### src/rtl/swmh_pkg.sv
package swmh_pkg;

  localparam int HASH_COUNT_DEF = 8;
  localparam int NUM_LABELS_DEF = 256;
  localparam int MULT_MAX_DEF   = 8;
  localparam int WINDOW_MAX_DEF = 1024;

  localparam int VAL_W     = 23;
  localparam int LBL_W     = 8;
  localparam int HASH_W    = 3;
  localparam int RANK_W    = 4;
  localparam int CFG_W     = 11;
  localparam int CFG_IDX_W = 2;
  localparam int BATCH_W   = 10;

  localparam logic [VAL_W-1:0] EMPTY_VALUE = 23'd5000000;
  localparam int               BATCH_MAX   = 1024;

  localparam logic CMD_LOAD = 1'b0;
  localparam logic CMD_PUSH = 1'b1;

  typedef enum logic [CFG_IDX_W-1:0] {
    REG_WINDOW_LEN  = 2'd0,
    REG_BATCH_LEN   = 2'd1,
    REG_MULT_LIMIT  = 2'd2,
    REG_LABEL_COUNT = 2'd3
  } cfg_reg_e;

  typedef struct packed {
    logic              command;
    logic [HASH_W-1:0] hash_index;
    logic [LBL_W-1:0]  table_label;
    logic [RANK_W-1:0] rank;
    logic [VAL_W-1:0]  alloc_value;
    logic [LBL_W-1:0]  stream_label;
  } in_item_t;

  typedef struct packed {
    logic [HASH_W-1:0] out_hash;
    logic [VAL_W-1:0]  min_value;
    logic [LBL_W-1:0]  min_label;
    logic              window_empty;
    logic              count_saturated;
    logic              last;
  } out_item_t;

  typedef enum logic [3:0] {
    ST_IDLE, ST_DECODE, ST_LOAD_RD, ST_LOAD_WR, ST_DROP_CHK, ST_DROP_RD, ST_DROP_CNT,
    ST_DROP_WR, ST_PUSH_RD, ST_PUSH_WR, ST_SCAN_INIT, ST_SCAN, ST_EMIT
  } state_e;

  typedef enum logic [3:0] {
    OP_NONE, OP_CAPTURE, OP_LOAD_RD, OP_LOAD_WR, OP_DROP_RD, OP_DROP_CNT, OP_DROP_WR,
    OP_PUSH_RD, OP_PUSH_WR, OP_SCAN_INIT, OP_SCAN, OP_EMIT
  } dp_op_e;

  typedef struct packed {
    logic load_ok;
    logic push_ok;
    logic need_drop;
    logic report_due;
    logic scan_done;
    logic out_free;
    logic hash_last;
  } dp_status_t;

endpackage

### src/rtl/swmh_ctrl.sv
module swmh_ctrl (
  input  logic                 clk_i,
  input  logic                 rst_ni,
  input  logic                 in_valid_i,
  input  swmh_pkg::dp_status_t status_i,
  output swmh_pkg::dp_op_e     op_o,
  output logic                 in_stall_o
);

  swmh_pkg::state_e state_q, state_d;

  always_ff @(posedge clk_i or negedge rst_ni) begin
    if (!rst_ni) begin
      state_q <= swmh_pkg::ST_IDLE;
    end else begin
      state_q <= state_d;
    end
  end

  always_comb begin
    state_d    = state_q;
    op_o       = swmh_pkg::OP_NONE;
    in_stall_o = 1'b1;
    unique case (state_q)
      swmh_pkg::ST_IDLE: begin
        in_stall_o = 1'b0;
        if (in_valid_i) begin
          op_o    = swmh_pkg::OP_CAPTURE;
          state_d = swmh_pkg::ST_DECODE;
        end
      end
      swmh_pkg::ST_DECODE: begin
        priority if (status_i.load_ok) state_d = swmh_pkg::ST_LOAD_RD;
        else if (status_i.push_ok) state_d = swmh_pkg::ST_DROP_CHK;
        else state_d = swmh_pkg::ST_IDLE;
      end
      swmh_pkg::ST_LOAD_RD: begin
        op_o    = swmh_pkg::OP_LOAD_RD;
        state_d = swmh_pkg::ST_LOAD_WR;
      end
      swmh_pkg::ST_LOAD_WR: begin
        op_o    = swmh_pkg::OP_LOAD_WR;
        state_d = swmh_pkg::ST_IDLE;
      end
      swmh_pkg::ST_DROP_CHK: begin
        state_d = status_i.need_drop ? swmh_pkg::ST_DROP_RD : swmh_pkg::ST_PUSH_RD;
      end
      swmh_pkg::ST_DROP_RD: begin
        op_o    = swmh_pkg::OP_DROP_RD;
        state_d = swmh_pkg::ST_DROP_CNT;
      end
      swmh_pkg::ST_DROP_CNT: begin
        op_o    = swmh_pkg::OP_DROP_CNT;
        state_d = swmh_pkg::ST_DROP_WR;
      end
      swmh_pkg::ST_DROP_WR: begin
        op_o    = swmh_pkg::OP_DROP_WR;
        state_d = swmh_pkg::ST_DROP_CHK;
      end
      swmh_pkg::ST_PUSH_RD: begin
        op_o    = swmh_pkg::OP_PUSH_RD;
        state_d = swmh_pkg::ST_PUSH_WR;
      end
      swmh_pkg::ST_PUSH_WR: begin
        op_o    = swmh_pkg::OP_PUSH_WR;
        state_d = status_i.report_due ? swmh_pkg::ST_SCAN_INIT : swmh_pkg::ST_IDLE;
      end
      swmh_pkg::ST_SCAN_INIT: begin
        op_o    = swmh_pkg::OP_SCAN_INIT;
        state_d = swmh_pkg::ST_SCAN;
      end
      swmh_pkg::ST_SCAN: begin
        op_o = swmh_pkg::OP_SCAN;
        if (status_i.scan_done) state_d = swmh_pkg::ST_EMIT;
      end
      swmh_pkg::ST_EMIT: begin
        op_o = swmh_pkg::OP_EMIT;
        if (status_i.out_free) begin
          state_d = status_i.hash_last ? swmh_pkg::ST_IDLE : swmh_pkg::ST_SCAN_INIT;
        end
      end
      default: state_d = swmh_pkg::ST_IDLE;
    endcase
  end

endmodule

### config.mk
export PLATFORM = sky130hd
export DESIGN_NAME = swmh_ctrl
export DESIGN_NICKNAME = d
export VERILOG_FILES = /design/src/rtl/swmh_pkg.sv /design/src/rtl/swmh_ctrl.sv
export SDC_FILE = /design/constraint.sdc
export NUM_CORES = 1
export LEC_CHECK = 0
export BUFFER_PORTS_ARGS = -buffer_cell sky130_fd_sc_hd__buf_2
export CAP_MARGIN = 20
export CORE_AREA = 8 8 45 47
export CTS_CLUSTER_DIAMETER = 120
export DETAILED_ROUTE_END_ITERATION = 8
export DIE_AREA = 0 0 53 55
export PLACE_DENSITY = 0.66
export REMOVE_ABC_BUFFERS = 1
export SKIP_LAST_GASP = 1
export SLEW_MARGIN = 5
export SYNTH_ARGS = -nofsm -noshare
export SYNTH_HDL_FRONTEND = slang
export SYNTH_SLANG_ARGS = --single-unit
### constraint.sdc
create_clock -name clk_i -period 1.4 [get_ports clk_i]
set_input_delay 0.28 -clock clk_i [delete_from_list [all_inputs] [get_ports clk_i]]
set_output_delay 0.28 -clock clk_i [all_outputs]
set_load 0.1 [all_outputs]
==> out/metrics.yaml <==
drt:
  viasPerCell: 5.383
  drtPass1Iterations: 4
  num_vias: 576
  wire_per_inst_um: 14.71
  drcViolationCount: 0
  drtIter0Drc: 13
  ant_nets: 0
  routed_wl_um: 1574
logic_synthesis:
  yosysUniqueCellTypes: 30
  syn_area_um2: 422.9
  synth_seq_cells: 4
  synthArstFlopShare_pct: 100.0
  synth.area.top_cells: "dfrtp_1 (24%), nor4bb_1 (7.1%), a21oi_1 (5.9%)"
  synth_top_area_cell: "dfrtp_1"
  syn_inst: 53
  ys.flop_type: "dfrtp_1"
  synth-seq-area-share_pct: 23.67
  synth_top_area_share_pct: 23.67
  ys_warn_count: 0
  syn-mean-instance-area_um2: 7.979
  synth_edf_count: 0
setup_path:
  crit_path_max_fanout: 7
  criticalPathCategory: "reg2out"
  cp-end-kind: "output pin"
  cp.arrival_ns: 1.47
  r2r_cells: 5
  r2r_end: "state_q[0]"
  crit_chain: "inv_2, a21oi_2, o21a_1, o32ai_2, clkbuf_16"
  max_stage_delay_ns: 0.46
  startpoint_type: "flip-flop"
  critical-path-top-delay-family: "flip-flops"
  crit_buf_inv: 2
  crit_required_ns: 1.12
  rrSetupSlack_ns: -0.29
  r2r-start: "state_q[1]"
  slowest_stage: "dfrtp_2"
floorplan:
  die_area_um2: 2915
  initial_core_util_pct: 30.56
  die_x_um: 53
  die_h_um: 55
  core-area_um2: 1384
  io-pin-count: 15
  row_count: 14
final_layout:
  nNetsFinal: 103
  postLayoutCoreUtil_pct: 63.56
  reg_top3: "state_q x4"
  top_register: "state_q"
  antenna_cells: 0
  drive_gt1_share_pct: 67.03
  largest_reg_flops: 4
  area_growth_pct: 108.0
timing:
  tightest_slew_ns: 0.3700
  max_freq_mhz: 573.0
  fin_ws_ns: -0.3453
  hold_viol_final: 0
  finalCritPeriodShare_pct: 124.7
  setup-violations-final: 9
  relSlewSlack_pct: 75.13
  drv_slew: 0
  grt_setup_unrepaired: "true"
  clock_skew_ns: 0.005373
  min_period_ns: 1.745
global_routing:
  globalRouteOverflowTotal: 0
  grtUsageTotal_pct: 11.11
  grt_pass1_vias: 568
  grt_pass1_wl_um: 2387
  antenna_found_initial: 0
  grt_start_max_net_pins: 12
placement:
  dp_hpwl_um: 1082
  place.gp.congestion: 0.8486
  io_buffers: 14
clock_network:
  clk_pin_slew_worst_paths_ns: 0.04
  numCtsBuffers: 3
  cts_tree: "built"
  insertion_delay_ns: 0.25
  clockBufferDepth: 2
  cts.htree.levels: 1
  root_buffer: "clkbuf_4"
  clkSinkCount: 4
run_status:
  violations: "setup timing"
  outcome: "finished with violations"
flow_run:
  maxCapViolCount: 0
hold_path:
  worstHoldPathType: "in2async"
## cell type report
cell class / instances / area [um^2]
Tap cell: 16 / 20.02
Inverter: 2 / 7.507
Timing Repair Buffer: 39 / 351.6
Clock buffer: 3 / 22.52
Fill cell: 108 / 504.2
Multi-Input combinational cell: 43 / 372.9
Sequential cell: 4 / 105.1
## per-layer routing
metal | wire length (um) | share of wire, % | up-vias | GRT usage (%)
met5 | 0 | 0 | - | 0
met4 | 51 | 3.2 | 0 | 7.759
met3 | 97 | 6.2 | 5 | 2.139
met2 | 799 | 51 | 18 | 20.31
met1 | 624 | 40 | 275 | 11.13
li1 | - | - | 278 | -
## Yosys cell counts, drive strengths merged, types with 2 or more instances
master,n
a21oi,5
buf,3
dfrtp,4
inv,2
nand2,3
nand2b,2
nor2,3
nor4b,2
nor4bb,3
o21a,2
o21ai,4
o21bai,2
o22ai,2
xnor2,2
## kinds of logic (layout without fill, tap and decap cells)
logic type / after synthesis / count (layout) / synth area share, %
compound gates: 21 / 21 / 33.43
simple gates: 19 / 19 / 29.89
buf+inv: 6 / 44 / 6.212
flops: 4 / 4 / 23.67
xor+xnor: 2 / 2 / 4.143
mux: 1 / 1 / 2.663
## worst reg2reg max path, stage by stage, from the launching register on
cell and delay, ns:
dfrtp_2 0.45, or4_4 0.58, buf_6 0.14, o22ai_4 0.15, a211oi_2 0.06, or2_1 0.20
## repair_timing
action	4_1_cts	5_1_grt
endpoints found under the setup margin	9	9
hold endpoints to repair	4	0
buffers inserted	3	2
pin swaps	6	4
hold buffers	1	0
gates resized for setup	18	11
## stage by stage
| step | hold WS [ns] | area [um^2] | TNS [ns] | cells | setup WS (ns) |
|---|---|---|---|---|---|
| 6_report | 0.3647 | 879.6 | -2.220 | 107 | -0.3453 |
| 5_1_grt | 0.3790 | 879.6 | -2.688 | 107 | -0.3804 |
| 4_1_cts | 0.3693 | 825.8 | -2.139 | 105 | -0.3404 |
| 3_5_place_dp | 0.09500 | 696.9 | -1.122 | 98 | -0.1686 |
| 3_3_place_gp | 0.09269 | 696.9 | -0.8823 | 98 | -0.1486 |
| 2_1_floorplan | -0.01559 | 404.1 | -6.241 | 49 | -1.865 |
## worst max path at each step
| stage | cells after the start | end | startpoint |
|---|---|---|---|
| floorplan | 2 | op_o[0] | state_q[1] |
| global placement | 2 | in_stall_o | state_q[0] |
| detailed placement | 5 | state_q[0] | state_q[0] |
| CTS | 5 | op_o[0] | state_q[2] |
| global route | 5 | op_o[0] | state_q[2] |
| finish | 5 | op_o[0] | state_q[2] |
## cell usage in the layout (no fill, tap or decap), drive strengths merged, types with 2 or more instances in the layout
master and count:
inv 2, dfrtp 4, buf 37, o22ai 2, o21a 2, nand2b 2
a21oi 5, o21ai 4, nor4bb 3, xnor2 2, nor4b 2, clkbuf 4
o21bai 2, nor2 3, nand2 3
Power is left out: the tool's default activity adds up to more than one toggle a clock period on the data nets, which glitch-free logic cannot reach.
